[src/mipt_pkg.sv]
`default_nettype none
package mipt_pkg;

    localparam int HeaderStoreBytesDefault = 64;
    localparam logic [5:0] FwdHdrBytes = 6'd12;
    localparam logic [15:0] FwdHdrLen = 16'd12;
    localparam logic [3:0] FwdHdrWords = 4'd3;
    localparam logic [7:0] ProtoMinEnc = 8'd55;
    localparam logic [7:0] SBitByte = 8'h80;
    localparam logic [15:0] ChkInit = 16'hffff;
    localparam logic [3:0] IhlMinEncap = 4'd5;
    localparam logic [3:0] IhlMaxEncap = 4'd12;
    localparam logic [3:0] IhlMinDecap = 4'd8;

    localparam logic [1:0] CfgTunnelMode = 2'd0;
    localparam logic [1:0] CfgTunnelSrc = 2'd1;
    localparam logic [1:0] CfgTunnelDst = 2'd2;

    typedef enum logic [1:0] {
        ST_RECV,
        ST_PASS,
        ST_EMIT
    } state_t;

    typedef enum logic [3:0] {
        SEL_RAM,
        SEL_IHL,
        SEL_LEN_HI,
        SEL_LEN_LO,
        SEL_PROTO,
        SEL_SBIT,
        SEL_CHK_A_HI,
        SEL_CHK_A_LO,
        SEL_CHK_B_HI,
        SEL_CHK_B_LO,
        SEL_SRC,
        SEL_DST
    } sel_t;

    typedef struct packed {
        logic       in_fire;
        logic       acc_en;
        logic       emit_load;
        logic       burst_done;
        logic       pass;
        logic [5:0] idx;
    } dp_cmd_t;

    typedef struct packed {
        logic hdr_done;
        logic out_free;
        logic idx_last;
    } dp_stat_t;

endpackage
`default_nettype wire

[src/minimal_ip_tunnel_encap_decap.sv]
// channel   direction  tdata / data                           tlast / tuser
// s_axis    in         [7:0] data_byte, [23:8] packet_length  tlast last_byte
// m_axis    out        [7:0] out_byte                         tlast out_last, tuser packet_error
// cfg       in         cfg_index, cfg_data[31:0]              always ready
//
// payload and dropped bytes: one transfer per cycle unless m_axis stalls, one output register
// header of n output bytes: input stalls after the completing byte while the n bytes are
// gathered over the registered header ram read port, once for the checksum pass and once
// for emission; emission also waits while m_axis stalls
// asynchronous active-low reset clears control state; no clearing pass on the header ram
`default_nettype none
module minimal_ip_tunnel_encap_decap
    import mipt_pkg::*;
#(
    parameter int HEADER_STORE_BYTES = HeaderStoreBytesDefault
) (
    input  wire logic        clk,
    input  wire logic        rst_n,
    input  wire logic        s_axis_tvalid,
    output logic             s_axis_tready,
    input  wire logic [23:0] s_axis_tdata,   // data_byte, packet_length
    input  wire logic        s_axis_tlast,
    output logic             m_axis_tvalid,
    input  wire logic        m_axis_tready,
    output logic [7:0]       m_axis_tdata,   // out_byte
    output logic             m_axis_tlast,
    output logic             m_axis_tuser,   // packet_error
    input  wire logic        cfg_valid,
    output logic             cfg_ready,
    input  wire logic [1:0]  cfg_index,
    input  wire logic [31:0] cfg_data
);

    dp_cmd_t  cmd;
    dp_stat_t stat;

    assign cfg_ready = 1'b1;

    mipt_ctrl u_ctrl (
        .clk     (clk),
        .rst_n   (rst_n),
        .in_valid(s_axis_tvalid),
        .in_ready(s_axis_tready),
        .stat    (stat),
        .cmd     (cmd)
    );

    mipt_dp #(
        .HEADER_STORE_BYTES(HEADER_STORE_BYTES)
    ) u_dp (
        .clk      (clk),
        .rst_n    (rst_n),
        .cmd      (cmd),
        .stat     (stat),
        .in_data  (s_axis_tdata[7:0]),
        .in_last  (s_axis_tlast),
        .in_len   (s_axis_tdata[23:8]),
        .cfg_valid(cfg_valid && cfg_ready),
        .cfg_index(cfg_index),
        .cfg_data (cfg_data),
        .out_valid(m_axis_tvalid),
        .out_ready(m_axis_tready),
        .out_data (m_axis_tdata),
        .out_last (m_axis_tlast),
        .out_err  (m_axis_tuser)
    );

    a_no_input_during_burst: assert property (@(posedge clk) disable iff (!rst_n)
        (cmd.acc_en || cmd.emit_load) |-> !s_axis_tready)
        else $error("input accepted during header burst");

    a_error_shape: assert property (@(posedge clk) disable iff (!rst_n)
        (m_axis_tvalid && m_axis_tuser) |-> (m_axis_tlast && m_axis_tdata == 8'd0))
        else $error("malformed error result");

    a_stall_after_header: assert property (@(posedge clk) disable iff (!rst_n)
        (s_axis_tvalid && s_axis_tready && stat.hdr_done) |=> !s_axis_tready)
        else $error("input not stalled after header");

endmodule
`default_nettype wire

[src/mipt_ram.sv]
`default_nettype none
module mipt_ram #(
    parameter int WIDTH = 8,
    parameter int DEPTH = 64
) (
    input  wire logic                     clk,
    input  wire logic                     we,
    input  wire logic [$clog2(DEPTH)-1:0] waddr,
    input  wire logic [WIDTH-1:0]         wdata,
    input  wire logic [$clog2(DEPTH)-1:0] raddr,
    output logic      [WIDTH-1:0]         rdata
);

    logic [WIDTH-1:0] mem [DEPTH];

    always_ff @(posedge clk)
    begin
        if (we)
        begin
            mem[waddr] <= wdata;
        end
        rdata <= mem[raddr];
    end

endmodule
`default_nettype wire

[src/mipt_ctrl.sv]
`default_nettype none
module mipt_ctrl
    import mipt_pkg::*;
(
    input  wire logic     clk,
    input  wire logic     rst_n,
    input  wire logic     in_valid,
    output logic          in_ready,
    input  wire dp_stat_t stat,
    output dp_cmd_t       cmd
);

    state_t     state_reg, state_next;
    logic [5:0] idx_reg, idx_next;
    logic       primed_reg, primed_next;

    always_ff @(posedge clk or negedge rst_n)
    begin
        if (!rst_n)
        begin
            state_reg  <= ST_RECV;
            idx_reg    <= '0;
            primed_reg <= 1'b0;
        end
        else
        begin
            state_reg  <= state_next;
            idx_reg    <= idx_next;
            primed_reg <= primed_next;
        end
    end

    always_comb
    begin
        state_next  = state_reg;
        idx_next    = idx_reg;
        primed_next = primed_reg;
        in_ready    = 1'b0;
        cmd         = '0;
        cmd.idx     = idx_reg;
        cmd.pass    = (state_reg == ST_PASS);
        unique case (state_reg)
            ST_RECV:
            begin
                in_ready    = stat.out_free;
                cmd.in_fire = in_valid && stat.out_free;
                if (cmd.in_fire && stat.hdr_done)
                begin
                    state_next  = ST_PASS;
                    idx_next    = '0;
                    primed_next = 1'b0;
                end
            end
            ST_PASS:
            begin
                if (!primed_reg)
                begin
                    primed_next = 1'b1;
                end
                else
                begin
                    cmd.acc_en  = 1'b1;
                    primed_next = 1'b0;
                    if (stat.idx_last)
                    begin
                        state_next = ST_EMIT;
                        idx_next   = '0;
                    end
                    else
                    begin
                        idx_next = idx_reg + 6'd1;
                    end
                end
            end
            ST_EMIT:
            begin
                if (!primed_reg)
                begin
                    primed_next = 1'b1;
                end
                else if (stat.out_free)
                begin
                    cmd.emit_load = 1'b1;
                    primed_next   = 1'b0;
                    if (stat.idx_last)
                    begin
                        cmd.burst_done = 1'b1;
                        state_next     = ST_RECV;
                        idx_next       = '0;
                    end
                    else
                    begin
                        idx_next = idx_reg + 6'd1;
                    end
                end
            end
            default:
            begin
                state_next = ST_RECV;
            end
        endcase
    end

endmodule
`default_nettype wire

[src/mipt_dp.sv]
`default_nettype none
module mipt_dp
    import mipt_pkg::*;
#(
    parameter int HEADER_STORE_BYTES = HeaderStoreBytesDefault
) (
    input  wire logic        clk,
    input  wire logic        rst_n,
    input  wire dp_cmd_t     cmd,
    output dp_stat_t         stat,
    input  wire logic [7:0]  in_data,
    input  wire logic        in_last,
    input  wire logic [15:0] in_len,
    input  wire logic        cfg_valid,
    input  wire logic [1:0]  cfg_index,
    input  wire logic [31:0] cfg_data,
    output logic             out_valid,
    input  wire logic        out_ready,
    output logic [7:0]       out_data,
    output logic             out_last,
    output logic             out_err
);

    localparam int AW = $clog2(HEADER_STORE_BYTES);

    logic        mode_reg, mode_next;
    logic [31:0] src_reg, src_next;
    logic [31:0] dst_reg, dst_next;
    logic [15:0] pos_reg, pos_next;
    logic [5:0]  hexp_reg, hexp_next;
    logic        drop_reg, drop_next;
    logic        lasthdr_reg, lasthdr_next;
    logic [15:0] len_reg, len_next;
    logic [15:0] acca_reg, acca_next;
    logic [15:0] accb_reg, accb_next;
    logic [7:0]  hi_reg, hi_next;
    logic        oval_reg, oval_next;
    logic [7:0]  obyte_reg, obyte_next;
    logic        olast_reg, olast_next;
    logic        oerr_reg, oerr_next;

    logic [3:0]  ihl;
    logic        bad;
    logic        pos_zero;
    logic [5:0]  hexp_eff;
    logic        in_hdr;
    logic [15:0] pos_inc;
    logic        store_en;
    logic        out_free;
    logic [7:0]  rdata;

    logic [5:0]  dlen;
    logic [5:0]  base;
    logic [5:0]  nlen;
    logic [5:0]  jdx;
    logic [3:0]  ihl_new;
    sel_t        sel;
    logic [5:0]  gaddr;
    logic [7:0]  gbyte;
    logic [15:0] chk_a;
    logic [15:0] chk_b;
    logic [31:0] src_sh;
    logic [31:0] dst_sh;
    logic [16:0] wsum;
    logic [15:0] wres;
    logic [15:0] acc_sel;

    mipt_ram #(
        .WIDTH(8),
        .DEPTH(HEADER_STORE_BYTES)
    ) u_ram (
        .clk  (clk),
        .we   (store_en),
        .waddr(pos_reg[AW-1:0]),
        .wdata(in_data),
        .raddr(gaddr[AW-1:0]),
        .rdata(rdata)
    );

    assign out_free = !oval_reg || out_ready;
    assign ihl      = in_data[3:0];
    assign bad      = mode_reg ? (ihl < IhlMinDecap)
                               : (ihl < IhlMinEncap || ihl > IhlMaxEncap);
    assign pos_zero = (pos_reg == 16'd0);
    assign hexp_eff = pos_zero ? {ihl, 2'b00} : hexp_reg;
    assign in_hdr   = (pos_reg < {10'd0, hexp_eff});
    assign pos_inc  = pos_reg + 16'd1;
    assign store_en = cmd.in_fire && !drop_reg && !(pos_zero && bad) && in_hdr;

    assign dlen    = hexp_reg - FwdHdrBytes;
    assign base    = mode_reg ? dlen : hexp_reg;
    assign nlen    = mode_reg ? dlen : hexp_reg + FwdHdrBytes;
    assign jdx     = cmd.idx - base;
    assign ihl_new = mode_reg ? hexp_reg[5:2] - FwdHdrWords : hexp_reg[5:2] + FwdHdrWords;

    assign stat.hdr_done = !drop_reg && !(pos_zero && bad) && in_hdr
                           && (pos_inc == {10'd0, hexp_eff});
    assign stat.out_free = out_free;
    assign stat.idx_last = (cmd.idx == nlen - 6'd1);

    // output byte source for header index
    always_comb
    begin
        sel   = SEL_RAM;
        gaddr = cmd.idx;
        if (!mode_reg && cmd.idx >= hexp_reg)
        begin
            // forwarding header
            priority if (jdx == 6'd0)
            begin
                gaddr = 6'd9;
            end
            else if (jdx == 6'd1)
            begin
                sel = SEL_SBIT;
            end
            else if (jdx == 6'd2)
            begin
                sel = SEL_CHK_B_HI;
            end
            else if (jdx == 6'd3)
            begin
                sel = SEL_CHK_B_LO;
            end
            else if (jdx < 6'd8)
            begin
                gaddr = jdx + 6'd12;
            end
            else
            begin
                gaddr = jdx + 6'd4;
            end
        end
        else
        begin
            priority if (cmd.idx == 6'd0)
            begin
                sel = SEL_IHL;
            end
            else if (cmd.idx == 6'd2)
            begin
                sel = SEL_LEN_HI;
            end
            else if (cmd.idx == 6'd3)
            begin
                sel = SEL_LEN_LO;
            end
            else if (cmd.idx == 6'd9)
            begin
                if (mode_reg)
                begin
                    gaddr = dlen;
                end
                else
                begin
                    sel = SEL_PROTO;
                end
            end
            else if (cmd.idx == 6'd10)
            begin
                sel = SEL_CHK_A_HI;
            end
            else if (cmd.idx == 6'd11)
            begin
                sel = SEL_CHK_A_LO;
            end
            else if (cmd.idx >= 6'd12 && cmd.idx < 6'd16)
            begin
                if (mode_reg)
                begin
                    gaddr = dlen + cmd.idx - 6'd4;
                end
                else
                begin
                    sel = SEL_SRC;
                end
            end
            else if (cmd.idx >= 6'd16 && cmd.idx < 6'd20)
            begin
                if (mode_reg)
                begin
                    gaddr = dlen + cmd.idx - 6'd12;
                end
                else
                begin
                    sel = SEL_DST;
                end
            end
        end
    end

    assign chk_a  = cmd.pass ? 16'd0 : ~acca_reg;
    assign chk_b  = cmd.pass ? 16'd0 : ~accb_reg;
    assign src_sh = src_reg << {cmd.idx[1:0], 3'b000};
    assign dst_sh = dst_reg << {cmd.idx[1:0], 3'b000};

    always_comb
    begin
        unique case (sel)
            SEL_RAM:      gbyte = rdata;
            SEL_IHL:      gbyte = {rdata[7:4], ihl_new};
            SEL_LEN_HI:   gbyte = len_reg[15:8];
            SEL_LEN_LO:   gbyte = len_reg[7:0];
            SEL_PROTO:    gbyte = ProtoMinEnc;
            SEL_SBIT:     gbyte = SBitByte;
            SEL_CHK_A_HI: gbyte = chk_a[15:8];
            SEL_CHK_A_LO: gbyte = chk_a[7:0];
            SEL_CHK_B_HI: gbyte = chk_b[15:8];
            SEL_CHK_B_LO: gbyte = chk_b[7:0];
            SEL_SRC:      gbyte = src_sh[31:24];
            SEL_DST:      gbyte = dst_sh[31:24];
            default:      gbyte = rdata;
        endcase
    end

    // ones' complement word add with end-around carry
    assign acc_sel = (cmd.idx < base) ? acca_reg : accb_reg;
    assign wsum    = {1'b0, acc_sel} + {1'b0, hi_reg, gbyte};
    assign wres    = wsum[16] ? wsum[15:0] + 16'd1 : wsum[15:0];

    always_comb
    begin
        mode_next    = mode_reg;
        src_next     = src_reg;
        dst_next     = dst_reg;
        pos_next     = pos_reg;
        hexp_next    = hexp_reg;
        drop_next    = drop_reg;
        lasthdr_next = lasthdr_reg;
        len_next     = len_reg;
        acca_next    = acca_reg;
        accb_next    = accb_reg;
        hi_next      = hi_reg;
        oval_next    = oval_reg;
        obyte_next   = obyte_reg;
        olast_next   = olast_reg;
        oerr_next    = oerr_reg;

        if (cfg_valid)
        begin
            unique case (cfg_index)
                CfgTunnelMode: mode_next = cfg_data[0];
                CfgTunnelSrc:  src_next = cfg_data;
                CfgTunnelDst:  dst_next = cfg_data;
                default:       mode_next = mode_reg;
            endcase
        end

        if (out_ready)
        begin
            oval_next = 1'b0;
        end

        if (cmd.in_fire)
        begin
            if (drop_reg)
            begin
                if (in_last)
                begin
                    drop_next = 1'b0;
                    pos_next  = '0;
                    hexp_next = '0;
                end
            end
            else if (pos_zero && bad)
            begin
                oval_next  = 1'b1;
                obyte_next = 8'd0;
                olast_next = 1'b1;
                oerr_next  = 1'b1;
                pos_next   = '0;
                hexp_next  = '0;
                drop_next  = !in_last;
            end
            else if (in_hdr)
            begin
                pos_next  = pos_inc;
                hexp_next = hexp_eff;
                if (stat.hdr_done)
                begin
                    lasthdr_next = in_last;
                    len_next     = mode_reg ? in_len - FwdHdrLen : in_len + FwdHdrLen;
                    acca_next    = ChkInit;
                    accb_next    = ChkInit;
                end
                else if (in_last)
                begin
                    oval_next  = 1'b1;
                    obyte_next = 8'd0;
                    olast_next = 1'b1;
                    oerr_next  = 1'b1;
                    pos_next   = '0;
                    hexp_next  = '0;
                end
            end
            else
            begin
                oval_next  = 1'b1;
                obyte_next = in_data;
                olast_next = in_last;
                oerr_next  = 1'b0;
                if (in_last)
                begin
                    pos_next  = '0;
                    hexp_next = '0;
                end
                else if (pos_reg != 16'hffff)
                begin
                    pos_next = pos_inc;
                end
            end
        end

        if (cmd.acc_en)
        begin
            if (!cmd.idx[0])
            begin
                hi_next = gbyte;
            end
            else if (cmd.idx < base)
            begin
                acca_next = wres;
            end
            else
            begin
                accb_next = wres;
            end
        end

        if (cmd.emit_load)
        begin
            oval_next  = 1'b1;
            obyte_next = gbyte;
            olast_next = lasthdr_reg && stat.idx_last;
            oerr_next  = 1'b0;
        end

        if (cmd.burst_done && lasthdr_reg)
        begin
            pos_next  = '0;
            hexp_next = '0;
        end
    end

    always_ff @(posedge clk or negedge rst_n)
    begin
        if (!rst_n)
        begin
            mode_reg    <= 1'b0;
            src_reg     <= '0;
            dst_reg     <= '0;
            pos_reg     <= '0;
            hexp_reg    <= '0;
            drop_reg    <= 1'b0;
            lasthdr_reg <= 1'b0;
            oval_reg    <= 1'b0;
        end
        else
        begin
            mode_reg    <= mode_next;
            src_reg     <= src_next;
            dst_reg     <= dst_next;
            pos_reg     <= pos_next;
            hexp_reg    <= hexp_next;
            drop_reg    <= drop_next;
            lasthdr_reg <= lasthdr_next;
            oval_reg    <= oval_next;
        end
    end

    always_ff @(posedge clk)
    begin
        len_reg   <= len_next;
        acca_reg  <= acca_next;
        accb_reg  <= accb_next;
        hi_reg    <= hi_next;
        obyte_reg <= obyte_next;
        olast_reg <= olast_next;
        oerr_reg  <= oerr_next;
    end

    assign out_valid = oval_reg;
    assign out_data  = obyte_reg;
    assign out_last  = olast_reg;
    assign out_err   = oerr_reg;

endmodule
`default_nettype wire

[config.mk]
export PLATFORM = sky130hd
export DESIGN_NAME = minimal_ip_tunnel_encap_decap
export DESIGN_NICKNAME = d
export VERILOG_FILES = /design/src/mipt_pkg.sv /design/src/minimal_ip_tunnel_encap_decap.sv /design/src/mipt_ram.sv /design/src/mipt_ctrl.sv /design/src/mipt_dp.sv
export SDC_FILE = /design/constraint.sdc
export NUM_CORES = 1
export LEC_CHECK = 0
export BUFFER_PORTS_ARGS = -buffer_cell sky130_fd_sc_hd__buf_4
export CAP_MARGIN = 15
export CORE_AREA = 2 2 202 303
export DETAILED_ROUTE_END_ITERATION = 10
export DIE_AREA = 0 0 204 305
export PLACE_DENSITY = 0.7
export SYNTH_ARGS = -nofsm -noshare
export SYNTH_HDL_FRONTEND = slang
export SYNTH_HIERARCHICAL = 1
export SYNTH_SLANG_ARGS = --single-unit
[constraint.sdc]
create_clock -name clk -period 7.7 [get_ports clk]
set_input_delay 0.385 -clock clk [delete_from_list [all_inputs] [get_ports clk]]
set_output_delay 0.385 -clock clk [all_outputs]
set_load 0.02 [all_outputs]
# Word level (Yosys, flattened, before mapping)

Memory sizes are Yosys's and may differ from the RTL's. A register that Yosys moved wholly into a read port is not among the register bits.
Cells that the tools add are included.

Word-level logic and storage cells: 266
Bits in latches: 0
Memories kept: 1
Flip-flop bits (word level): 165
Memory bits (read-only): 0
Memory bits (writable): 512

Memory list:

| name           | depth | width | rd ports | clocked after memory_dff | wr ports | line           | RTL |
|---|---|---|---|---|---|---|---|
| u_dp.u_ram.mem | 64    | 8     | 1        | 1                        | 1        | mipt_ram.sv:14 | `logic [WIDTH-1:0] mem [DEPTH];` |

Add/subtract/negate cells: 17
Mux-type cells: 133
Reductions and logical operators: 41
Multiply operators: 0
Divide/modulo/power cells: 0
Shifts and indexed selects: 2
Bitwise logic cells: 5
Magnitude comparators: 11
Equality and inequality tests: 38

Operators by type and width:

| kind                                                                 | count |
|---|---|
| 16-bit 2-to-1 mux                                                    | 31 |
| 6-bit 2-to-1 mux                                                     | 33 |
| 8-bit case mux with 11 select lines                                  | 1 |
| 4-bit 2-to-1 mux                                                     | 16 |
| 32-bit by 5-bit left shift with 32-bit output                        | 2 |
| 8-bit 2-to-1 mux                                                     | 7 |
| 16-bit by 1-bit adder with 16-bit output, second input constant      | 2 |
| 1-bit 2-to-1 mux                                                     | 32 |
| 16-bit inverter                                                      | 2 |
| 6-bit by 2-bit == test with 1-bit output, second input constant      | 4 |
| 6-bit by 4-bit == test with 1-bit output, second input constant      | 3 |
| 2-bit 2-to-1 mux                                                     | 9 |
| 6-bit case mux with 3 select lines                                   | 1 |
| 16-bit by 16-bit adder with 17-bit output                            | 1 |
| 16-bit by 4-bit adder with 16-bit output, second input constant      | 1 |
| 16-bit by 6-bit == test with 1-bit output                            | 1 |
| 4-bit by 3-bit == test with 1-bit output, second input constant      | 4 |
| 4-bit == test, second input constant                                 | 4 |
| 16-bit logical NOT                                                   | 1 |
| 16-bit by 6-bit < comparator with 1-bit output                       | 1 |
| 16-bit inequality test, second input constant                        | 1 |
| 16-bit by 4-bit subtractor with 16-bit output, second input constant | 1 |
| 1-bit logical AND                                                    | 14 |
| 6-bit by 4-bit adder with 6-bit output, second input constant        | 2 |
| other kinds (44)                                                     | 73 |

# Longest topological paths before layout

Gate-level depths: netlist of run 1.

Depth in word-level cells: 19
Depth in mapped cells: 27
Gate-level depth less buffers: 23

# Hierarchy

Netlist of run 1, hierarchy kept.

By module, submodules not included:

| module                        | cells each | area each (um2) | times used |
|---|---|---|---|
| mipt_ram                      | 972        | 20,190.6        | 1 |
| mipt_dp                       | 1,122      | 10,990.5        | 1 |
| mipt_ctrl                     | 67         | 648.1           | 1 |
| minimal_ip_tunnel_encap_decap | 2          | 11.3            | 1 |

# Worst setup path before layout of run 1

No wires, ideal clock.

Path type: reg2reg
Start: reg u_ctrl.idx_reg[0]
End: reg u_dp.acca_reg[13]
Data required time: 7.567 ns
Stages on the path, launching flop included: 25
Library setup time: 0.133 ns
Slack: 0.831 ns
Data arrival time: 6.736 ns
Period minus slack after synthesis: 6.869 ns
Cells stage by stage: dfrtp_1 buf_2 buf_1 clkbuf_1 inv_1 ha_1 fa_1 nand2b_1 a21oi_1 o22a_1 o211ai_1 a41o_1 or3_1 clkbuf_1 nor2_1 nor2_1 ha_1 nor2b_1 o31a_1 or4b_1 o311ai_0 nand3b_1 or4b_1 xnor2_1 a2bb2oi_1

Word-level cells in the longest chain between the ends: 19

RTL lines:

| item                                                                                                                          | line            | RTL |
|---|---|---|
| start, declared                                                                                                               | mipt_ctrl.sv:14 | `logic [5:0] idx_reg, idx_next;` |
| start signal, assigned                                                                                                        | mipt_ctrl.sv:28 | `idx_reg <= idx_next;` |
| 6-bit by 5-bit greater-or-equal comparator with 1-bit output or 6-bit by 5-bit < comparator with 1-bit output (tied branches) | mipt_dp.sv:178  | `else if (cmd.idx >= 6'd16 && cmd.idx < 6'd20)` |
| 1-bit logical AND                                                                                                             | mipt_dp.sv:178  |  |
| 4-bit 2-to-1 mux                                                                                                              | mipt_dp.sv:178  |  |
| 4-bit 2-to-1 mux                                                                                                              | mipt_dp.sv:167  | `else if (cmd.idx >= 6'd12 && cmd.idx < 6'd16)` |
| 4-bit 2-to-1 mux                                                                                                              | mipt_dp.sv:163  | `else if (cmd.idx == 6'd11)` |
| 4-bit 2-to-1 mux                                                                                                              | mipt_dp.sv:159  | `else if (cmd.idx == 6'd10)` |
| 4-bit 2-to-1 mux                                                                                                              | mipt_dp.sv:148  | `else if (cmd.idx == 6'd9)` |
| 4-bit 2-to-1 mux                                                                                                              | mipt_dp.sv:144  | `else if (cmd.idx == 6'd3)` |
| (+5 left out)                                                                                                                 | n/a             |  |
| named net u_dp.gbyte[2]                                                                                                       | mipt_dp.sv:59   | `logic [7:0] gbyte;` |
| 16-bit by 16-bit adder with 17-bit output (*)                                                                                 | mipt_dp.sv:218  | `assign wsum = {1'b0, acc_sel} + {1'b0, hi_reg, gbyte};` |
| 16-bit by 1-bit adder with 16-bit output                                                                                      | mipt_dp.sv:219  | `assign wres = wsum[16] ? wsum[15:0] + 16'd1 : wsum[15:0];` |
| 16-bit 2-to-1 mux (*)                                                                                                         | mipt_dp.sv:219  |  |
| 16-bit 2-to-1 mux (*)                                                                                                         | mipt_dp.sv:320  | `else if (cmd.idx < base)` |
| 16-bit 2-to-1 mux (*)                                                                                                         | mipt_dp.sv:316  | `if (!cmd.idx[0])` |
| 16-bit 2-to-1 mux (*)                                                                                                         | mipt_dp.sv:314  | `if (cmd.acc_en)` |
| named net u_dp.acca_next[13]                                                                                                  | mipt_dp.sv:34   | `logic [15:0] acca_reg, acca_next;` |
| end signal, assigned                                                                                                          | mipt_dp.sv:374  | `acca_reg <= acca_next;` |
| end, declared                                                                                                                 | mipt_dp.sv:34   |  |

Mark *: on every way through the listed nets, which the timed path passes. The rest lies on a longest branch.
A chain may end at the register's enable or synchronous reset.

# Worst setup path after layout of run 1

Start: reg u_dp.hexp_reg[2]
End: reg u_dp.accb_reg[15]

Word-level cells in the longest chain between the ends: 17

RTL lines:

| item                                          | line           | RTL |
|---|---|---|
| start, declared                               | mipt_dp.sv:30  | `logic [5:0] hexp_reg, hexp_next;` |
| start signal, assigned                        | mipt_dp.sv:364 | `hexp_reg <= hexp_next;` |
| 6-bit by 4-bit subtractor with 6-bit output   | mipt_dp.sv:90  | `assign dlen = hexp_reg - FwdHdrBytes;` |
| 6-bit 2-to-1 mux                              | mipt_dp.sv:91  | `assign base = mode_reg ? dlen : hexp_reg;` |
| 6-bit subtractor                              | mipt_dp.sv:93  | `assign jdx = cmd.idx - base;` |
| 6-bit by 2-bit == test with 1-bit output      | mipt_dp.sv:121 | `else if (jdx == 6'd3)` |
| 4-bit 2-to-1 mux                              | mipt_dp.sv:121 |  |
| 4-bit 2-to-1 mux                              | mipt_dp.sv:117 | `else if (jdx == 6'd2)` |
| 4-bit 2-to-1 mux                              | mipt_dp.sv:113 | `else if (jdx == 6'd1)` |
| 4-bit 2-to-1 mux                              | mipt_dp.sv:109 | `priority if (jdx == 6'd0)` |
| (+3 left out)                                 | n/a            |  |
| named net u_dp.gbyte[6]                       | mipt_dp.sv:59  |  |
| 16-bit by 16-bit adder with 17-bit output (*) | mipt_dp.sv:218 |  |
| 16-bit by 1-bit adder with 16-bit output      | mipt_dp.sv:219 |  |
| 16-bit 2-to-1 mux (*)                         | mipt_dp.sv:219 |  |
| 16-bit 2-to-1 mux (*)                         | mipt_dp.sv:320 |  |
| 16-bit 2-to-1 mux (*)                         | mipt_dp.sv:316 |  |
| 16-bit 2-to-1 mux (*)                         | mipt_dp.sv:314 |  |
| named net u_dp.accb_next[15]                  | mipt_dp.sv:35  | `logic [15:0] accb_reg, accb_next;` |
| end signal, assigned                          | mipt_dp.sv:375 | `accb_reg <= accb_next;` |
| end, declared                                 | mipt_dp.sv:35  |  |

Marks and branches as above.

==> Implementation_results.wiki, run 1 <==
{| class="wikitable"
! Metric !! Value
|-
| Top flip-flop cell by instance count after synthesis || sky130_fd_sc_hd__edfxtp_1
|-
| Status || finished, final reports clean
|-
| Critical path required time || 8.18 ns
|-
| Total global routing overflow || 0
|-
| Buffers and inverters on the worst path || 2
|-
| Max Buffers Root-to-Sink || 3
|-
| Total placed cells including tap cells || approximately 3000
|-
| WL per Instance || 26.7 um
|-
| Share of layout cells above drive strength 1 || 20.3%
|-
| Setup crit start kind || flip-flop
|-
| Count of pins on the block boundary || 77
|-
| Classification of the worst setup path || flip-flop to flip-flop
|-
| Data arrival at the endpoint of the critical path || between 7 and 8 ns
|-
| Initial antenna violation count || 0
|-
| Max FFs per register || 512
|-
| DRC marker count from the first detailed-route iteration || 1730
|-
| Leading post-synthesis cells by cell area || sky130_fd_sc_hd__edfxtp_1 (51%), sky130_fd_sc_hd__mux4_2 (9.9%), sky130_fd_sc_hd__dfrtp_1 (7.8%), sky130_fd_sc_hd__mux2_2 (3.0%), sky130_fd_sc_hd__ha_1 (2.6%)
|-
| Final Max Tran Viols || 0
|-
| Final Hold Viols || 0
|-
| Actual transition at the worst max-transition pin || between 1 and 1.5 ns
|-
| Pin count of the biggest net entering global routing || 73
|-
| Maximum clock rate || 143 MHz
|-
| Share of the synthesized area in the top cell type || 51.4%
|-
| Fin Clk Skew || between 0.03 and 0.04 ns
|-
| Count of standard-cell rows || 110
|-
| Hold_ws || 0.0293 ns
|-
| HPWL after detailed placement || around 57000 um
|-
| Ant. Diodes || 0
|-
| CTS clk-pin slew, worst paths || 0.06 ns
|-
| Category of cells accounting for the largest share of critical-path delay || compound AO/OA/AOI/OAI gates
|-
| Full die area || approximately 0.062 mm2
|-
| Syn Std Cell Area || 0.0318 mm2
|-
| Maximum cell stage delay along the critical path || 0.69 ns
|-
| Number of warning messages in the yosys log || 6
|-
| Routability Congestion || about 0.96
|-
| Class of the tightest hold or removal check || primary input to flip-flop
|-
| Final TNS setup || 0 ns
|-
| Max-cap viol count || 0
|-
| Synthesized Nets || between 2000 and 2500
|-
| Worst hold path cell count || 2
|-
| Total wire length after detailed routing || 82500 um
|-
| Kind of capture point of the worst setup path || flip-flop
|-
| Root cell of the clock tree || sky130_fd_sc_hd__clkbuf_16
|-
| Residual antenna-violating net count after detailed routing || 0
|-
| Number of vias in the routed layout || between 15000 and 20000
|-
| Core region area || 0.0597 mm2
|-
| Area after detailed placement || 0.0331 mm2
|-
| Length in cells of the worst reg-to-reg path || 22
|-
| Global-route wire length before repair || 125000 um
|-
| Maximum fanout count along the critical path || 12
|-
| Mean instance size in the synthesized netlist || 14.7 um2
|-
| Sinks on Clock Net || 685
|-
| DRC Markers || 0
|-
| Count of unique library cells instantiated by Yosys || slightly above 90
|-
| Vias in the first global route || about 20000
|-
| Synth Instances || ~2200
|-
| Most common cell type on the critical path || sky130_fd_sc_hd__ha_1
|-
| Worst slew margin relative to its limit || 21.1%
|-
| Number of levels in the clock H-tree || 3
|-
| Starting Density || a little over half
|-
| Die boundary height || about 300 um
|-
| Setup repair after global routing missed its margin || no
|-
| TritonRoute pass-1 iters || 7
|-
| Post-synth top area cell || sky130_fd_sc_hd__edfxtp_1
|-
| Final worst-path cycle share || 90.6%
|-
| Total routing usage reported by global routing || 26.9%
|-
| Via density || 6.45
|-
| Clock tree from TritonCTS || yes
|-
| TritonCTS Buffers || 67
|-
| Final nets || 2391
|-
| Post-synthesis to final-layout area growth || 11.8%
|-
| Number of enable-type register cells in the synthesized netlist || 545
|-
| Slowest CP cell || sky130_fd_sc_hd__o311ai_0
|-
| Cell-by-cell listing of the critical path || inv_1 > ha_1 > mux2i_1 > ha_1 > nor2_1 > a21oi_1 > o2111ai_1 > o211ai_1 > a41oi_1 > buf_4 > nor3_1 > nand2b_1 > a31oi_1 > ha_1 > or3_1 > o22a_1 > nand2_1 > o311ai_0 > nand4bb_1 > nor3b_1 > nand4_1 > o211a_1
|-
| Number of port buffers || between 70 and 80
|-
| Post-synth ARST share || approximately 14%
|-
| Sequential fraction of the synthesis area || 61.8%
|-
| Finish-stage setup viols || 0
|-
| Register bit total from synthesis || 685
|-
| Clock latency of the later-clocked register in the worst-skew pair || 0.62 ns
|-
| Cell Count, Final, Fillers Out || 3089
|-
| DIE WIDTH || roughly 200 um
|-
| Time the final worst path needs with I/O delays and setup || 6.97 ns
|-
| Post-route design area || 0.0356 mm2
|-
| Worst path depth || 22
|}
[cells in the mapped netlist, types with 16 or more instances]
cell type and n:
sky130_fd_sc_hd__a21oi_1 55, sky130_fd_sc_hd__or3_1 16, sky130_fd_sc_hd__nor2b_1 25, sky130_fd_sc_hd__dfrtp_1 99
sky130_fd_sc_hd__inv_1 49, sky130_fd_sc_hd__xnor2_1 47, sky130_fd_sc_hd__edfxtp_1 545, sky130_fd_sc_hd__xor2_1 22
sky130_fd_sc_hd__nand3b_1 17, sky130_fd_sc_hd__o21ai_0 45, sky130_fd_sc_hd__dfxtp_1 41, sky130_fd_sc_hd__nand3_1 64
sky130_fd_sc_hd__nor3_1 26, sky130_fd_sc_hd__a21o_1 23, sky130_fd_sc_hd__clkbuf_1 55, sky130_fd_sc_hd__nor2_1 153
sky130_fd_sc_hd__mux2_2 85, sky130_fd_sc_hd__buf_2 20, sky130_fd_sc_hd__o22ai_1 32, sky130_fd_sc_hd__nand4_1 18
sky130_fd_sc_hd__a31oi_1 41, sky130_fd_sc_hd__mux2i_1 34, sky130_fd_sc_hd__or2_2 16, sky130_fd_sc_hd__nand2_1 102
sky130_fd_sc_hd__nand2b_1 22, sky130_fd_sc_hd__nor4_1 17, sky130_fd_sc_hd__and3_1 16, sky130_fd_sc_hd__a2bb2oi_1 22
sky130_fd_sc_hd__ha_1 66, sky130_fd_sc_hd__mux4_2 140
[what timing repair did]
action	CTS	global route
resized for setup	0	0
buffers inserted	0	0
hold buffers	23	0
hold endpoints to repair	63	0
[logic make-up (layout without fill, tap and decap cells)]
logic type / Yosys count / in the layout / share of synthesized area [%]
other: 1 / 1 / 0.0118
and+or+nand+nor: 542 / 542 / 8.66
DFF: 685 / 685 / 61.8
AOI/OAI and AO/OA: 379 / 379 / 8.47
xor gates and xnor gates: 69 / 69 / 1.90
muxes: 261 / 261 / 14.0
buffers and inverters: 155 / 297 / 2.25
adders and majority gates: 71 / 71 / 2.91
[cell type report]
cell class                      instances  area, um2
Timing Repair Buffer                  128       1030
Inverter                               51        191
Tap cell                              784        981
Clock inverter                         38        455
Clock buffer                           80       1780
Sequential cell                       685      19700
Multi-Input combinational cell       1323      11500
Fill cell                            4523      24100
[cell usage in the layout, fill, tap and decap left out, drive strengths merged, types with 23 or more instances in the layout]
cell type	netlist	routed
edfxtp	545	545
nor2	153	153
mux4	140	140
buf	49	105
nand2	103	103
dfrtp	99	99
mux2	87	87
clkbuf	55	80
ha	66	66
nand3	64	64
inv	49	56
o21ai	56	56
a21oi	55	55
xnor2	47	47
a31oi	41	41
dfxtp	41	41
mux2i	34	34
o22ai	32	32
nor3	26	26
nor2b	25	25
clkinv	2	24
dlygate4sd3	0	23
a21o	23	23
[final timing paths]
kind,slack [ns],startpoint,endpoint
max in group asynchronous,6.17,rst_n,u_dp/src_reg[22]
min in group asynchronous,0.28,rst_n,u_ctrl/state_reg[1]
min reg2reg,0.50,u_dp/src_reg[12],u_dp/src_reg[12]
max reg2reg,0.73,u_dp/hexp_reg[2],u_dp/accb_reg[15]
min,0.03,cfg_data[13],u_dp/dst_reg[13]
max,0.73,u_dp/hexp_reg[2],u_dp/accb_reg[15]
[layer usage]
layer  up-vias  part of all wire [%]  GRT usage, %
met4         0                   5.4          13.8
met3       204                   5.2          3.59
met5         -                     0             0
met2       761                    53          48.5
li1       8745                     -             -
met1     10200                    36          31.0
[metrics by stage]
stage	util (%)	setup slack, ns
global placement	55.5	0.930
detailed placement	55.5	0.854
finish	59.6	0.727
global route	59.6	0.306
floorplan	-	0.831
CTS	59.6	0.834
Power of run 1 is not shown: default switching activity piles up to over one toggle a cycle in this logic, so the estimate is an artifact.
==> inputs of run 2 (changes only) <==
--- a/config.mk
+++ b/config.mk
@@ -7,10 +7,10 @@
 export LEC_CHECK = 0
 export BUFFER_PORTS_ARGS = -buffer_cell sky130_fd_sc_hd__buf_4
 export CAP_MARGIN = 15
-export CORE_AREA = 2 2 202 303
+export CORE_AREA = 2 2 210 315
 export DETAILED_ROUTE_END_ITERATION = 10
-export DIE_AREA = 0 0 204 305
-export PLACE_DENSITY = 0.7
+export DIE_AREA = 0 0 212 317
+export PLACE_DENSITY = 0.65
 export SYNTH_ARGS = -nofsm -noshare
 export SYNTH_HDL_FRONTEND = slang
 export SYNTH_HIERARCHICAL = 1
==> run 2 against run 1 <==
Net effect:
- clock-buffer cell count down 1
- via count down 0.96%
- clock skew down 0.0065 ns
==> Implementation_results.wiki, run 2 (synthesis gave the netlist of run 1 again) <==
{| class="wikitable"
! Metric !! Value
|-
| Status || finished, final reports clean
|-
| Via density || ~6.2
|-
| Root cell of the clock tree || sky130_fd_sc_hd__clkbuf_16
|-
| Number of fillers in the final layout || 5105
|-
| Worst r2r src || u_dp/hexp_reg[2]
|-
| DRC marker count from the first detailed-route iteration || 1848
|-
| Number of levels in the clock H-tree || 3
|-
| Total wire length after detailed routing || 83600 um
|-
| Core region area || 0.0643 mm2
|-
| Count of pins on the block boundary || between 70 and 80
|-
| DRC Markers || 0
|-
| Final nets || 2411
|-
| Number of vias in the routed layout || 19700
|-
| Data arrival at the endpoint of the critical path || 7.45 ns
|-
| Residual antenna-violating net count after detailed routing || 0
|-
| Final TNS setup || 0 ns
|-
| Kind of capture point of the worst setup path || flip-flop
|-
| Max-cap viol count || 0
|-
| Start point of the worst min-delay path || cfg_data[20]
|-
| Setup repair after global routing missed its margin || no
|-
| Finish-stage setup viols || 0
|-
| Max Buffers Root-to-Sink || 3
|-
| Count of standard-cell rows || approximately 110
|-
| DIE WIDTH || 212 um
|-
| Commonest non-fill, non-tap cell in the layout || sky130_fd_sc_hd__edfxtp_1
|-
| Area taken by flip-flops and latches || 0.0197 mm2
|-
| Commonest cells after routing, fill and taps aside || sky130_fd_sc_hd__edfxtp_1 (545), sky130_fd_sc_hd__nor2_1 (153), sky130_fd_sc_hd__mux4_2 (140)
|-
| Worst slew margin relative to its limit || a little under a quarter
|-
| Critical path required time || 8.15 ns
|-
| Global-route wire length before repair || between 100000 and 150000 um
|-
| Share of layout cells above drive strength 1 || a little over a fifth
|-
| Time the final worst path needs with I/O delays and setup || 7.00 ns
|-
| Sinks on Clock Net || 685
|-
| Area of the multi-input gates || 0.0115 mm2
|-
| WL per Instance || 26.1 um
|-
| Routability Congestion || 0.913
|-
| Fin Clk Skew || 0.0250 ns
|-
| Post-synthesis to final-layout area growth || 13.3%
|-
| Final worst-path cycle share || 90.9%
|-
| Vias in the first global route || 20400
|-
| CTS clk-pin slew, worst paths || 0.06 ns
|-
| Clock latency of the later-clocked register in the worst-skew pair || around 0.63 ns
|-
| Ant. Diodes || 0
|-
| Starting Density || about half
|-
| Class of the tightest hold or removal check || primary input to flip-flop
|-
| Final Max Tran Viols || 0
|-
| Setup Fix Bufs, Post-CTS || 0
|-
| Final Hold Viols || 0
|-
| TritonRoute pass-1 iters || 8
|-
| Number of cells upsized or downsized after cts || 0
|-
| Setup crit start kind || flip-flop
|-
| Initial antenna violation count || 0
|-
| TritonCTS Buffers || 67
|-
| Classification of the worst setup path || flip-flop to flip-flop
|-
| Full die area || 0.0672 mm2
|-
| Max FFs per register || 512
|-
| CP Launch Point || u_dp/hexp_reg[2]
|-
| Maximum clock rate || about 140 MHz
|-
| Die boundary height || 317 um
|-
| Pin count of the biggest net entering global routing || 66
|-
| Total routing usage reported by global routing || 25.3%
|-
| HPWL after detailed placement || 58800 um
|-
| Actual transition at the worst max-transition pin || between 1 and 1.5 ns
|-
| Total global routing overflow || 0
|-
| Maximum fanout count along the critical path || 13
|-
| Number of port buffers || 75
|-
| Clock tree from TritonCTS || yes
|}
-- run 2: final cells by class --
type | count | share of cell area [%]
timing repair buffer | 148 | 3.42
multi-input combinational | 1323 | 31.9
inverter | 51 | 0.531
clock inverter | 42 | 1.60
clock buffer | 79 | 4.99
sequential | 685 | 54.5
tap | 870 | 3.02
-- run 2: final timing paths --
path / end / slack (ns) / depth (start not counted)
setup / recovery: u_dp/accb_reg[13] / 0.70 / 23
hold / removal: u_dp/src_reg[20] / 0.03 / 2
setup reg to reg: u_dp/accb_reg[13] / 0.70 / 23
hold reg to reg: u_dp/src_reg[11] / 0.50 / 1
max in group asynchronous: u_dp/src_reg[7] / 6.21 / 3
min in group asynchronous: u_dp/dst_reg[13] / 0.29 / 2
-- run 2: layer usage --
metal / GRT usage, % / wire length (um) / up-vias
met1: 28.4 / 30600 / 10100
met3: 3.61 / 3860 / 194
met5: 0 / 0 / -
met2: 46.9 / 44800 / 667
li1: - / - / 8786
met4: 12.4 / 4290 / 0
-- run 2: critical path, stage by stage (launching register included) --
cell                        delay (ns)
sky130_fd_sc_hd__dfrtp_1          0.46
sky130_fd_sc_hd__inv_1            0.15
sky130_fd_sc_hd__ha_1             0.43
sky130_fd_sc_hd__mux2i_1          0.26
sky130_fd_sc_hd__ha_1             0.34
sky130_fd_sc_hd__nor2_1           0.09
sky130_fd_sc_hd__a21oi_1          0.39
sky130_fd_sc_hd__o2111ai_1        0.20
sky130_fd_sc_hd__o211ai_1         0.27
sky130_fd_sc_hd__a41o_1           0.44
sky130_fd_sc_hd__or3_1            0.44
sky130_fd_sc_hd__nor2_1           0.13
sky130_fd_sc_hd__nor2_1           0.16
sky130_fd_sc_hd__ha_1             0.21
sky130_fd_sc_hd__inv_1            0.06
sky130_fd_sc_hd__fa_1             0.41
sky130_fd_sc_hd__nor2b_1          0.16
sky130_fd_sc_hd__o31a_1           0.27
sky130_fd_sc_hd__nor2_1           0.07
sky130_fd_sc_hd__o311ai_0         0.61
sky130_fd_sc_hd__nand3b_1         0.36
sky130_fd_sc_hd__or4b_1           0.61
sky130_fd_sc_hd__xnor2_1          0.21
sky130_fd_sc_hd__a2bb2oi_1        0.11
-- run 2: repair_timing --
action                                  CTS  global route
hold buffers                             34             0
endpoints found under the setup margin    0             0
endpoints found under the hold margin    99             0
-- run 2: metrics by stage --
stage	std cells	setup slack [ns]	utilization, %	hold WS (ns)	instance area [um2]
floorplan	2163	0.831	-	0.0894	31800
global placement	3043	0.943	51.8	0.396	33300
finish	3198	0.697	56.1	0.0275	36100
CTS	3198	0.756	56.1	0.00495	36100
detailed placement	3043	0.781	51.8	0.405	33300
global route	3198	0.133	56.1	0.0225	36100
Power of run 2 is left out for the same reason.
==> inputs of run 3 (changes only) <==
--- a/config.mk
+++ b/config.mk
@@ -5,12 +5,14 @@
 export SDC_FILE = /design/constraint.sdc
 export NUM_CORES = 1
 export LEC_CHECK = 0
+export ABC_AREA = 1
 export BUFFER_PORTS_ARGS = -buffer_cell sky130_fd_sc_hd__buf_4
 export CAP_MARGIN = 15
-export CORE_AREA = 2 2 210 315
+export CORE_AREA = 2 2 215 323
 export DETAILED_ROUTE_END_ITERATION = 10
-export DIE_AREA = 0 0 212 317
+export DIE_AREA = 0 0 217 325
 export PLACE_DENSITY = 0.65
+export SLEW_MARGIN = 15
 export SYNTH_ARGS = -nofsm -noshare
 export SYNTH_HDL_FRONTEND = slang
 export SYNTH_HIERARCHICAL = 1
==> run 3 against run 2 <==
Net effect:
- sequential share of layout area down 0.89 points
- sequential cell count unchanged
- design area up 1.7%
- clock-buffer cell count up 15
- maximum frequency up 16%
- die area up 4.9%
- via count up 27%
- largest cell class unchanged
==> Implementation_results.wiki, run 3 <==
{| class="wikitable"
! Metric !! Value
|-
| Number of warning messages in the yosys log || 6
|-
| Commonest non-fill, non-tap cell in the layout || sky130_fd_sc_hd__nand2_1
|-
| Commonest cells in the netlist || sky130_fd_sc_hd__nand2_1 (1131), sky130_fd_sc_hd__edfxtp_1 (545), sky130_fd_sc_hd__nand3_1 (545)
|-
| Initial antenna violation count || 1
|-
| Total routing usage reported by global routing || 26.4%
|-
| Total placed cells including tap cells || 4369
|-
| Max-cap viol count || 0
|-
| Data arrival at the endpoint of the critical path || 6.53 ns
|-
| Time the final worst path needs with I/O delays and setup || 6.03 ns
|-
| Share of layout cells above drive strength 1 || around 7.6%
|-
| Actual transition at the worst max-transition pin || approximately 1.1 ns
|-
| Number of cells upsized or downsized after cts || 0
|-
| Count of unique library cells instantiated by Yosys || 58
|-
| Number of vias in the routed layout || 25100
|-
| TritonRoute pass-1 iters || 7
|-
| Worst slew margin relative to its limit || 25.5%
|-
| Setup Fix Bufs, Post-CTS || 0
|-
| Commonest cells after routing, fill and taps aside || sky130_fd_sc_hd__nand2_1 (1131), sky130_fd_sc_hd__edfxtp_1 (545), sky130_fd_sc_hd__nand3_1 (543)
|-
| Register-to-Register Setup Slack || 1.67 ns
|-
| Count of standard-cell rows || ~120
|-
| Die boundary height || 325 um
|-
| Kind of capture point of the worst setup path || flip-flop
|-
| Maximum fanout count along the critical path || 14
|-
| Fin Clk Skew || ~0.026 ns
|-
| Final worst-path cycle share || 78.4%
|-
| Via density || 5.58
|-
| Setup crit start kind || flip-flop
|-
| Count of pins on the block boundary || 77
|-
| Maximum clock rate || approximately 170 MHz
|-
| Status || finished, final reports clean
|-
| Mean instance size in the synthesized netlist || 9.47 um2
|-
| Number of fillers in the final layout || 6147
|-
| Cell Count, Final, Fillers Out || 4492
|-
| DRC Markers || 0
|-
| Full die area || 0.0705 mm2
|-
| Leading post-synthesis cells by cell area || sky130_fd_sc_hd__edfxtp_1 (49%), sky130_fd_sc_hd__nand2_1 (13%), sky130_fd_sc_hd__nand3_1 (8.1%), sky130_fd_sc_hd__dfrtp_1 (7.4%), sky130_fd_sc_hd__inv_1 (2.7%)
|-
| Ant. Diodes || 0
|-
| Sequential fraction of the synthesis area || roughly three fifths
|-
| HPWL after detailed placement || 61400 um
|-
| Syn Std Cell Area || ~0.034 mm2
|-
| Routability Congestion || 0.932
|-
| Max Buffers Root-to-Sink || 3
|-
| Final Max Tran Viols || 0
|-
| Root cell of the clock tree || sky130_fd_sc_hd__clkbuf_16
|-
| Post-synth ARST share || 14.5%
|-
| Residual antenna-violating net count after detailed routing || 0
|-
| Share of the synthesized area in the top cell type || 48.8%
|-
| DRC marker count from the first detailed-route iteration || 2403
|-
| Final nets || 3687
|-
| Final Hold Viols || 0
|-
| Classification of the worst setup path || flip-flop to flip-flop
|-
| Slowest CP cell || sky130_fd_sc_hd__nor2_1
|-
| Top-count cell post-synth || sky130_fd_sc_hd__nand2_1
|-
| Core region area || between 0.06 and 0.07 mm2
|-
| Number of levels in the clock H-tree || 3
|-
| Setup repair after global routing missed its margin || no
|-
| Maximum cell stage delay along the critical path || 0.82 ns
|-
| Number of port buffers || 75
|-
| Pin count of the biggest net entering global routing || around 140
|-
| Final TNS setup || 0 ns
|-
| Worst r2r src || u_ctrl/idx_reg[0]
|-
| WL per Instance || 21.0 um
|-
| Synthesized Nets || 3674
|-
| Sinks on Clock Net || slightly below 700
|-
| Total global routing overflow || 0
|-
| Critical Path Sink || u_dp/accb_reg[9]
|-
| DIE WIDTH || 217 um
|-
| Global-route wire length before repair || 142000 um
|-
| CP Launch Point || u_ctrl/idx_reg[0]
|-
| Number of enable-type register cells in the synthesized netlist || 545
|-
| Length in cells of the worst reg-to-reg path || 28
|-
| Post-synth top area cell || sky130_fd_sc_hd__edfxtp_1
|-
| Class of the tightest hold or removal check || primary input to flip-flop
|-
| Clock latency of the later-clocked register in the worst-skew pair || approximately 0.62 ns
|-
| Max FFs per register || 512
|-
| Synth Instances || around 3500
|-
| Vias in the first global route || 24300
|-
| FF-to-FF End || u_dp/accb_reg[9]
|-
| TritonCTS Buffers || 68
|-
| CTS clk-pin slew, worst paths || roughly 0.06 ns
|-
| Critical path required time || 8.19 ns
|-
| Starting Density || 49.6%
|-
| Total wire length after detailed routing || 94200 um
|-
| Post-synthesis to final-layout area growth || 9.38%
|-
| Top flip-flop cell by instance count after synthesis || sky130_fd_sc_hd__edfxtp_1
|-
| Register bit total from synthesis || 685
|-
| Finish-stage setup viols || 0
|-
| Clock tree from TritonCTS || yes
|}
==> run 3: worst min path at each step <==
stage | startpoint | to | slack (ns) | depth (start not counted)
finish | cfg_data[7] | u_dp/src_reg[7] | 0.05 | 3
detailed placement | rst_n | u_dp/dst_reg[27] | 0.39 | 1
global route | s_axis_tdata[10] | u_dp/len_reg[2] | 0.04 | 2
global placement | rst_n | u_dp/dst_reg[27] | 0.39 | 1
floorplan | rst_n | u_ctrl/idx_reg[0] | 0.09 | 0
CTS | s_axis_tlast | u_dp/drop_reg | 0.02 | 2
==> run 3: metal layers <==
layer	wire length [um]	track usage [%]	up-vias
met3	4840	3.01	220
met5	8	0	-
met1	35400	30.9	11900
li1	-	-	12000
met2	48600	46.6	886
met4	5330	15.4	2
==> run 3: cells by family (layout without fill, tap and decap cells) <==
| logic type | after synthesis | in the layout | share of synthesized area [%] |
|---|---|---|---|
| AND/OR/NAND/NOR | 2008 | 2008 | 26.1 |
| flip-flops | 685 | 685 | 58.7 |
| buffers and inverters | 416 | 477 | 5.83 |
| AO/OA/AOI/OAI | 294 | 294 | 4.95 |
| adder cells (fa/ha/maj) | 71 | 71 | 2.76 |
| XOR/XNOR | 64 | 64 | 1.69 |
| other | 1 | 1 | 0.0112 |
==> run 3: cell type report <==
cell class	instances	area (um2)	share of cell area [%]
repair buffers	107	848	2.31
well taps	892	1120	3.04
clock inverters	24	251	0.686
clock buffers	94	1860	5.08
flip-flops and latches	685	19700	53.6
multi-input cells	2438	12000	32.6
inverters	252	956	2.61
==> run 3: repair_timing <==
item / in CTS / in global routing
hold buffers: 3 / 0
endpoints found under the hold margin: 38 / 0
endpoints found under the setup margin: 0 / 0
==> run 3: per-stage QoR <==
step / hold slack, ns / utilization [%] / area [um2] / setup slack (ns)
floorplan: 0.0894 / - / 33500 / 2.42
global placement: 0.386 / 51.0 / 34500 / 1.83
detailed placement: 0.389 / 51.0 / 34500 / 1.72
CTS: 0.0170 / 54.1 / 36600 / 1.71
global route: 0.0442 / 54.2 / 36700 / 1.09
finish: 0.0509 / 54.2 / 36700 / 1.67
==> run 3: critical path, delay by kind of cell (launching register included) <==
family	cells	cell delay, ns
and+or+nand+nor	16	3.03
DFF	1	0.53
xor gates and xnor gates	1	0.24
AOI/OAI and AO/OA	2	0.31
adders and majority gates	4	1.15
buffers and inverters	5	0.64
Power of run 3 is left out for the same reason.
